`src/rtl/assert_macros.svh`:
```
// ----------------------------------------------------------------------------
// Assertion macros shared by the RTL of the hash table unit.
// ----------------------------------------------------------------------------
`ifndef ASSERT_MACROS_SVH
`define ASSERT_MACROS_SVH

// Same-cycle implication, disabled while reset is asserted.
`define CHK_IMPL(lbl, clk, rst_n, pre, post, msg) \
	lbl: assert property (@(posedge clk) disable iff (!rst_n) (pre) |-> (post)) \
		else $error(msg);

// Next-cycle implication, disabled while reset is asserted.
`define CHK_NEXT(lbl, clk, rst_n, pre, post, msg) \
	lbl: assert property (@(posedge clk) disable iff (!rst_n) (pre) |=> (post)) \
		else $error(msg);

`endif

```
`src/rtl/lpht_pkg.sv`:
```
// ----------------------------------------------------------------------------
// lpht_pkg
// Types and constants of the linear probing hash table unit.
// ----------------------------------------------------------------------------
package lpht_pkg;

	localparam int SLOTS_DEF     = 16;
	localparam int KEY_BYTES_DEF = 8;

	localparam int KEY_W      = 64;
	localparam int LANE_N     = KEY_W / 8;
	localparam int HANDLE_W   = 32;
	localparam int COUNT_W    = 16;
	localparam int SLOT_OUT_W = 4;
	localparam int FILL_OUT_W = 5;

	typedef enum logic {
		CMD_INSERT = 1'b0,
		CMD_LOOKUP = 1'b1
	} cmd_t;

	typedef enum logic [1:0] {
		ST_INSERTED = 2'd0,
		ST_FOUND    = 2'd1,
		ST_MISSING  = 2'd2,
		ST_FULL     = 2'd3
	} status_t;

	typedef struct packed {
		cmd_t                cmd;
		logic [KEY_W-1:0]    key_bytes;
		logic [HANDLE_W-1:0] value_handle;
		logic [COUNT_W-1:0]  token_count;
	} req_t;

	typedef struct packed {
		status_t               status;
		logic [HANDLE_W-1:0]   found_handle;
		logic [COUNT_W-1:0]    found_count;
		logic [SLOT_OUT_W-1:0] slot_index;
		logic [FILL_OUT_W-1:0] fill_count;
	} rsp_t;

	// Contents of one occupied slot.
	typedef struct packed {
		logic [KEY_W-1:0]    key;
		logic [HANDLE_W-1:0] handle;
		logic [COUNT_W-1:0]  count;
	} entry_t;

endpackage

```
`src/rtl/lpht_key_lanes.sv`:
```
// ----------------------------------------------------------------------------
// lpht_key_lanes
// One lane per key byte finds whether the byte is still part of the key; a
// merge stage assembles the trimmed key and the byte sum used as hash.
// ----------------------------------------------------------------------------
module lpht_key_lanes import lpht_pkg::*; #(
	parameter int KEY_BYTES = KEY_BYTES_DEF,
	localparam int SUM_W = $clog2(KEY_BYTES * 255 + 1)
) (
	input  logic [KEY_W-1:0] raw_key,
	output logic [KEY_W-1:0] trim_key,
	output logic [SUM_W-1:0] byte_sum
);

	logic [LANE_N-1:0] byte_nz;
	logic [LANE_N-1:0] alive;

	// Each lane tests its own byte against zero and against the key length.
	for (genvar lane = 0; lane < LANE_N; lane++) begin : g_lane
		assign byte_nz[lane] = (lane < KEY_BYTES) && (raw_key[8*lane +: 8] != 8'd0);
	end

	// A byte is kept only while every lower byte was kept as well.
	always_comb begin
		alive[0] = byte_nz[0];
		for (int i = 1; i < LANE_N; i++) begin
			alive[i] = alive[i-1] & byte_nz[i];
		end
	end

	always_comb begin
		trim_key = '0;
		byte_sum = '0;
		for (int i = 0; i < LANE_N; i++) begin
			if (alive[i]) begin
				trim_key[8*i +: 8] = raw_key[8*i +: 8];
				byte_sum = byte_sum + SUM_W'(raw_key[8*i +: 8]);
			end
		end
	end

endmodule

```
`src/rtl/lpht_slot_mem.sv`:
```
// ----------------------------------------------------------------------------
// lpht_slot_mem
// Slot storage: a one-bit occupancy memory and an entry memory, sharing one
// write port and one read port, with registered read data.
// ----------------------------------------------------------------------------
module lpht_slot_mem import lpht_pkg::*; #(
	parameter int SLOTS = SLOTS_DEF,
	localparam int IDX_W = $clog2(SLOTS)
) (
	input  logic             clk,
	input  logic             used_we,
	input  logic             data_we,
	input  logic [IDX_W-1:0] waddr,
	input  logic             wused,
	input  entry_t           wdata,
	input  logic [IDX_W-1:0] raddr,
	output logic             rd_used,
	output entry_t           rd_data
);

	logic   used_mem [SLOTS];
	entry_t data_mem [SLOTS];

	always_ff @(posedge clk) begin
		if (used_we) begin
			used_mem[waddr] <= wused;
		end
		if (data_we) begin
			data_mem[waddr] <= wdata;
		end
	end

	always_ff @(posedge clk) begin
		rd_used <= used_mem[raddr];
		rd_data <= data_mem[raddr];
	end

endmodule

```
`src/rtl/linear_probe_hash_table_unit.sv`:
```
// ----------------------------------------------------------------------------
// linear_probe_hash_table_unit
// Open addressing hash table with linear probing, insert and lookup commands.
// ----------------------------------------------------------------------------
// A command is taken on a rising edge with start high and busy low; req holds
// the operation, the key, and the handle and token count stored by an insert.
// Each command gives one result on rsp, valid for the single cycle in which
// done is high; the receiver cannot stall, so it must take rsp in that cycle.
// Timing: the home slot is the byte sum modulo the slot count. A multiply by a
// scaled reciprocal gives the quotient, which is registered, and a multiply and
// subtract gives the remainder in the next cycle. The probe then reads one slot
// per cycle from the slot memory, whose single read port sets the pace: the
// first read is issued, then each slot read back is examined in turn, up to
// SLOTS of them. done rises in the same cycle in which busy falls; the result
// is taken at the edge that ends it, where the next command may also be taken.
// After reset the unit sweeps the occupancy memory, one slot per cycle, with
// busy high until every slot is cleared; the table is then empty.
// ----------------------------------------------------------------------------
`include "assert_macros.svh"

module linear_probe_hash_table_unit import lpht_pkg::*; #(
	parameter int SLOTS     = SLOTS_DEF,
	parameter int KEY_BYTES = KEY_BYTES_DEF
) (
	input  logic clk,
	input  logic arst_n,
	input  logic start,
	output logic busy,
	input  req_t req,
	output logic done,
	output rsp_t rsp
);

	localparam int IDX_W   = $clog2(SLOTS);
	localparam int OCC_W   = $clog2(SLOTS + 1);
	localparam int MAX_SUM = KEY_BYTES * 255;
	localparam int SUM_W   = $clog2(MAX_SUM + 1);
	// The reciprocal is rounded up and scaled far enough that the truncated
	// product is the exact quotient for every byte sum.
	localparam int RCP_SH  = SUM_W + IDX_W;
	localparam int RCP_W   = SUM_W + 2;
	localparam int PROD_W  = SUM_W + RCP_W;
	localparam int MUL_W   = SUM_W + IDX_W + 1;
	localparam logic [RCP_W-1:0] RCP = RCP_W'(((1 << RCP_SH) + SLOTS - 1) / SLOTS);

	typedef enum logic [1:0] {
		S_CLEAR,
		S_IDLE,
		S_MOD,
		S_PROBE
	} state_t;

	state_t              state_q;
	logic [IDX_W-1:0]    iss_q;
	logic [IDX_W-1:0]    chk_q;
	logic [IDX_W-1:0]    n_q;
	logic                first_q;
	logic                step_q;
	logic [SUM_W-1:0]    sum_q;
	logic [SUM_W-1:0]    quo_q;
	logic [OCC_W-1:0]    occupied_q;
	logic                done_q;
	rsp_t                rsp_q;

	cmd_t                cmd_q;
	logic [KEY_W-1:0]    key_q;
	logic [HANDLE_W-1:0] handle_q;
	logic [COUNT_W-1:0]  count_q;

	logic [KEY_W-1:0]    lane_key;
	logic [SUM_W-1:0]    lane_sum;

	logic                used_we;
	logic                data_we;
	logic [IDX_W-1:0]    waddr;
	logic                wused;
	entry_t              wdata;
	logic                rd_used;
	entry_t              rd_data;

	logic [PROD_W-1:0]   prod;
	logic [SUM_W-1:0]    quo_d;
	logic [MUL_W-1:0]    rem_full;
	logic [IDX_W-1:0]    home;
	logic                chk_valid;
	logic                stop_ins;
	logic                stop_hit;
	logic                last_slot;
	logic                finish;
	logic [OCC_W-1:0]    occ_next;
	logic [IDX_W+SLOT_OUT_W-1:0] slot_ext;
	logic [OCC_W+FILL_OUT_W-1:0] fill_ext;
	rsp_t                rsp_d;

	function automatic logic [IDX_W-1:0] wrap_inc(input logic [IDX_W-1:0] x);
		return (x == IDX_W'(SLOTS - 1)) ? '0 : x + 1'b1;
	endfunction

	lpht_key_lanes #(
		.KEY_BYTES (KEY_BYTES)
	) u_lanes (
		.raw_key  (req.key_bytes),
		.trim_key (lane_key),
		.byte_sum (lane_sum)
	);

	lpht_slot_mem #(
		.SLOTS (SLOTS)
	) u_mem (
		.clk     (clk),
		.used_we (used_we),
		.data_we (data_we),
		.waddr   (waddr),
		.wused   (wused),
		.wdata   (wdata),
		.raddr   (iss_q),
		.rd_used (rd_used),
		.rd_data (rd_data)
	);

	// Quotient from the reciprocal product, remainder from the registered quotient.
	always_comb begin
		prod     = PROD_W'(sum_q) * PROD_W'(RCP);
		quo_d    = SUM_W'(prod >> RCP_SH);
		rem_full = MUL_W'(sum_q) - MUL_W'(quo_q) * MUL_W'(SLOTS);
		home     = rem_full[IDX_W-1:0];
	end

	// Read data always belongs to chk_q once the first issue cycle is past.
	always_comb begin
		chk_valid = (state_q == S_PROBE) && !first_q;
		stop_ins  = chk_valid && (cmd_q == CMD_INSERT) && !rd_used;
		stop_hit  = chk_valid && (cmd_q == CMD_LOOKUP) && rd_used && (rd_data.key == key_q);
		last_slot = n_q == IDX_W'(SLOTS - 1);
		finish    = chk_valid && (!rd_used || stop_hit || last_slot);
		occ_next  = stop_ins ? occupied_q + 1'b1 : occupied_q;
	end

	always_comb begin
		slot_ext = {{SLOT_OUT_W{1'b0}}, chk_q};
		fill_ext = {{FILL_OUT_W{1'b0}}, occ_next};
		rsp_d              = '0;
		rsp_d.fill_count   = fill_ext[FILL_OUT_W-1:0];
		priority if (stop_ins) begin
			rsp_d.status     = ST_INSERTED;
			rsp_d.slot_index = slot_ext[SLOT_OUT_W-1:0];
		end else if (stop_hit) begin
			rsp_d.status       = ST_FOUND;
			rsp_d.found_handle = rd_data.handle;
			rsp_d.found_count  = rd_data.count;
			rsp_d.slot_index   = slot_ext[SLOT_OUT_W-1:0];
		end else if (cmd_q == CMD_LOOKUP) begin
			rsp_d.status = ST_MISSING;
		end else begin
			rsp_d.status = ST_FULL;
		end
	end

	// The clearing sweep and an insert share the write port.
	always_comb begin
		wdata.key    = key_q;
		wdata.handle = handle_q;
		wdata.count  = count_q;
		if (state_q == S_CLEAR) begin
			used_we = 1'b1;
			data_we = 1'b0;
			waddr   = iss_q;
			wused   = 1'b0;
		end else begin
			used_we = stop_ins;
			data_we = stop_ins;
			waddr   = chk_q;
			wused   = 1'b1;
		end
	end

	always_ff @(posedge clk) begin
		if (start && !busy) begin
			cmd_q    <= req.cmd;
			key_q    <= lane_key;
			handle_q <= req.value_handle;
			count_q  <= req.token_count;
		end
	end

	always_ff @(posedge clk or negedge arst_n) begin
		if (!arst_n) begin
			state_q    <= S_CLEAR;
			iss_q      <= '0;
			chk_q      <= '0;
			n_q        <= '0;
			first_q    <= 1'b0;
			step_q     <= 1'b0;
			sum_q      <= '0;
			quo_q      <= '0;
			occupied_q <= '0;
			done_q     <= 1'b0;
			rsp_q      <= '0;
		end else begin
			done_q <= 1'b0;
			unique case (state_q)
				S_CLEAR: begin
					iss_q <= wrap_inc(iss_q);
					if (iss_q == IDX_W'(SLOTS - 1)) begin
						state_q <= S_IDLE;
					end
				end
				S_IDLE: begin
					if (start) begin
						sum_q   <= lane_sum;
						step_q  <= 1'b1;
						state_q <= S_MOD;
					end
				end
				S_MOD: begin
					if (step_q) begin
						quo_q  <= quo_d;
						step_q <= 1'b0;
					end else begin
						iss_q   <= home;
						chk_q   <= home;
						n_q     <= '0;
						first_q <= 1'b1;
						state_q <= S_PROBE;
					end
				end
				S_PROBE: begin
					iss_q   <= wrap_inc(iss_q);
					first_q <= 1'b0;
					if (finish) begin
						occupied_q <= occ_next;
						rsp_q      <= rsp_d;
						done_q     <= 1'b1;
						state_q    <= S_IDLE;
					end else if (chk_valid) begin
						chk_q <= wrap_inc(chk_q);
						n_q   <= n_q + 1'b1;
					end
				end
				default: state_q <= S_CLEAR;
			endcase
		end
	end

	assign busy = state_q != S_IDLE;
	assign done = done_q;
	assign rsp  = rsp_q;

	`CHK_NEXT(a_accept_busy, clk, arst_n, start && !busy, busy, "accepted command did not raise busy")
	`CHK_IMPL(a_done_probe, clk, arst_n, done, $past(state_q == S_PROBE) && !busy, "result strobe outside probe end")
	`CHK_IMPL(a_full_count, clk, arst_n, done && rsp.status == ST_FULL, occupied_q == OCC_W'(SLOTS), "table full reported with free slots")
	`CHK_IMPL(a_insert_fill, clk, arst_n, done && rsp.status == ST_INSERTED, occupied_q == $past(occupied_q) + 1'b1, "insert did not advance the fill count")

endmodule
```
`config.mk`:
```
export PLATFORM = sky130hd
export DESIGN_NAME = linear_probe_hash_table_unit
export DESIGN_NICKNAME = d
export VERILOG_FILES = /design/src/rtl/lpht_pkg.sv /design/src/rtl/lpht_key_lanes.sv /design/src/rtl/lpht_slot_mem.sv /design/src/rtl/linear_probe_hash_table_unit.sv
export VERILOG_INCLUDE_DIRS = /design/src /design/src/rtl
export SDC_FILE = /design/constraint.sdc
export NUM_CORES = 2
export LEC_CHECK = 0
export CORE_UTILIZATION = 32
export DETAILED_ROUTE_END_ITERATION = 8
export DONT_BUFFER_PORTS = 1
export PLACE_DENSITY = 0.45
export SKIP_LAST_GASP = 1
export SYNTH_ARGS = -nofsm -noshare
export SYNTH_HDL_FRONTEND = slang
export SYNTH_SLANG_ARGS = --single-unit
export TNS_END_PERCENT = 100
```
`constraint.sdc`:
```
create_clock -name clk -period 9.1 [get_ports clk]
set_clock_uncertainty 0.05 [all_clocks]
set_input_delay 1.365 -clock clk [delete_from_list [all_inputs] [get_ports clk]]
set_output_delay 1.365 -clock clk [all_outputs]
set_load 0.01 [all_outputs]
```
==> results.md <==
- CTS sink cnt: 2114
- CTS Buf Count: 226
- GRT Max-Usage Layer: met2
- Post-Synthesis Cells: 3393
- Slew Limit Headroom: 0.239
- Hold buffers post-CTS: 0
- Crit end category: flip-flop
- R2R Setup Slk: 3.82 ns
- Initial antenna violation count: 21
- Worst-Skew Late Latency: 0.86 ns
- First drt pass iteration count: 5
- Vias in the first global route: 37658
- Max-cap viol count: 0
- Starting DRC count in detailed routing: 3019
- Maximum fanout along the worst path: 13
- VDD IR-drop max: 257 uV
- CP dominant cell by count: fa_1
- EDFF count, synth: 1921
- Post-CTS setup buffer count: 0
- Final ANT Viol Nets: 0
- GRT Total Usage: 0.165
- Overall Power: 0.0274 W
- YS warnings: 0
- Slew Viols, Final: 0
- Fin Setup TNS: 0 ns
- Area delta synth->final: 15.2%
- Syn Nets: 3546
- Outcome: finished clean
- Fill cell total of the finished layout: 22042
- Yosys reg bits: 2114
- Min Tclk post-route: 7.83 ns
- Critical path type: primary input to flip-flop
- Row count: 182
- Post-synth ARST share: 0.0378
- Largest net degree at the start of global routing: 145
- Worst hold path class: primary input to asynchronous set/reset pin
- Arrival time worst endpoint: 8.44 ns
- CTS H-tree depth: 4
- Met3 Use GR: 0.0265
- Clock transition at path regs: 0.06 ns
- Met2 Use GR: 0.272
- Post-Syn Area per Cell: 23.3 um^2
- Starting density of the core: 0.322
- RSZ-0062 raised after global routing: false
- Core footprint: 0.246 mm^2
- Synth cell types: 58
- Die ar.: 0.249 mm^2
- Clk root buf: clkbuf_16
- Share of post-route cells with drive strength above 1: 0.276
- Drc violations: 0
- CP max stage delay: 0.50 ns
- Post-route clock period utilization: 0.860
- Seq/Total Area, Yosys: 0.783
- Most used DFF post-synth: edfxtp_1
- Worst-Margin Slew: 1.14 ns
- Hold Fails Final Rpt: 0
- DIE WIDTH: 499 um
- Most common cell after layout, fill and taps aside: edfxtp_1
- Slowest cell on crit path: fa_1
- Nets: 3702
- PD cells: 301 mW/mm^2
- Post-CTS Resized: 0
- WL/cell: 29.5 um
- Via Count: 35433
- Met1 usage: 0.228
- Die height: 499 um
- Cell area after synthesis: 0.0791 mm^2
- First-pass GRT wire length: 293000 um
- Vias per inst: 5.08
- CTS max path bufs: 3
- Achievable Freq: 128 MHz
- GPL Wtd Cong: 0.747
- Req. time, crit path: 9.71 ns
- Drt total wl: 206000 um
- Setup-failing EPs final: 0
- PortBufs: 0
- CTS tree: built
- Leak: 28.7 nW
- Most frequent cells in the layout: 1921 x edfxtp_1, 565 x mux4_2, 226 x clkbuf_16
- HPWL Detailed: 102000 um
- Top Ports: 177
- Congestion Overflow GR: 0
- Worst setup SP type: primary input
==> stage by stage <==
step | util | std cells | hold WS (ns) | setup slack, ns | instance area, um^2
after floorplan | - | 3393 | 0.383 | 1.20 | 79100
after global routing | 0.371 | 6976 | 0.0726 | 0.753 | 91100
after detailed placement | 0.340 | 6541 | 0.392 | 0.463 | 83600
final | 0.371 | 6977 | 0.149 | 1.27 | 91100
after CTS | 0.371 | 6970 | 0.0528 | 1.34 | 91100
after global placement | 0.340 | 6541 | 0.387 | 0.489 | 83600
==> logic make-up (layout without fill, tap and decap cells) <==
family,after synthesis,in the layout,share of synthesized area
flip-flops,2114,2114,0.783
multiplexers,579,579,0.163
AND/OR/NAND/NOR,242,242,0.0158
buffers and inverters,198,555,0.00946
AO/OA/AOI/OAI,138,138,0.0128
XOR/XNOR,85,85,0.00941
adder cells (fa/ha/maj),37,37,0.00652
other,0,7,0
==> final cells by class <==
class / instances / area [um^2] / share of cell area
Inverter: 37 / 154 / 0.00169
Tap cell: 3220 / 4030 / 0.0442
Timing Repair Buffer: 89 / 881 / 0.00967
Sequential cell: 2114 / 62000 / 0.680
Multi-Input combinational cell: 1081 / 16500 / 0.181
Clock buffer: 316 / 6310 / 0.0693
Antenna cell: 7 / 17.5 / 0.000192
Clock inverter: 113 / 1240 / 0.0136
==> report_power, final <==
part	internal [W]	switching (W)	leakage, nW
Clock	0.00534	0.00389	3.70
Sequential	0.0116	0.000801	19.3
Combinational	0.00290	0.00292	5.74
==> state kept, by name, summed over array words and instances, names as in the netlist <==
register	cells
chk_q	4
cmd_q	1
count_q	16
done	1
first_q	1
handle_q	32
iss_q	4
key_q	64
n_q	4
rsp	59
state_q	2
step_q	1
sum_q	4
u_mem.data_mem	1792
u_mem.rd_data	112
u_mem.rd_used	1
u_mem.used_mem	16
==> final timing paths <==
kind	start	to	cells past startpoint
worst max-delay path	req[50]	sum_q[3]	35
worst min-delay path	arst_n	rsp[48]	0
worst max register to register	state_q[0]	u_mem.data_mem[6][87]	9
worst min register to register	u_mem.rd_data[31]	rsp[40]	1
max in group asynchronous	arst_n	sum_q[1]	0
min in group clk	u_mem.rd_data[31]	rsp[40]	1
==> cell usage after synthesis, types with 4 or more instances <==
cell type,instances,area [um^2]
dfrtp_1,80,2000
o21a_1,4,30.0
nand2_1,43,161
dfxtp_1,113,2260
nand4_1,6,37.5
inv_1,35,131
xnor2_1,18,158
a22oi_1,4,30.0
ha_1,30,375
a22o_1,52,455
buf_2,4,20.0
fa_1,7,140
a31oi_1,4,25.0
o22ai_1,4,25.0
mux4_2,565,12700
nor3_1,12,60.1
mux2i_1,11,110
nand3_1,13,65.1
and3_1,32,200
a21o_1,4,30.0
buf_1,43,161
nor4_1,32,200
a21oi_1,20,100
xor2_1,67,587
and2_1,27,169
clkbuf_1,114,428
edfxtp_1,1921,57700
nor2_1,63,236
o21ai_0,19,95.1
a32oi_1,4,35.0
==> routing by layer <==
| metal | wire length [um] | part of all wire |
|---|---|---|
| met1 | 92400 | 0.45 |
| met2 | 101000 | 0.49 |
| met3 | 8290 | 0.040 |
| met4 | 4050 | 0.020 |
| met5 | 68 | 0.00033 |
==> worst max-delay path, delay by kind of cell <==
kind	cells	cell delay [ns]
AOI/OAI and AO/OA	3	0.40
xor gates and xnor gates	4	0.60
adders and majority gates	7	2.77
buffers and inverters	5	0.42
muxes	3	0.61
and+or+nand+nor	13	2.25
Note: power is estimated with default switching activity, not from simulation.
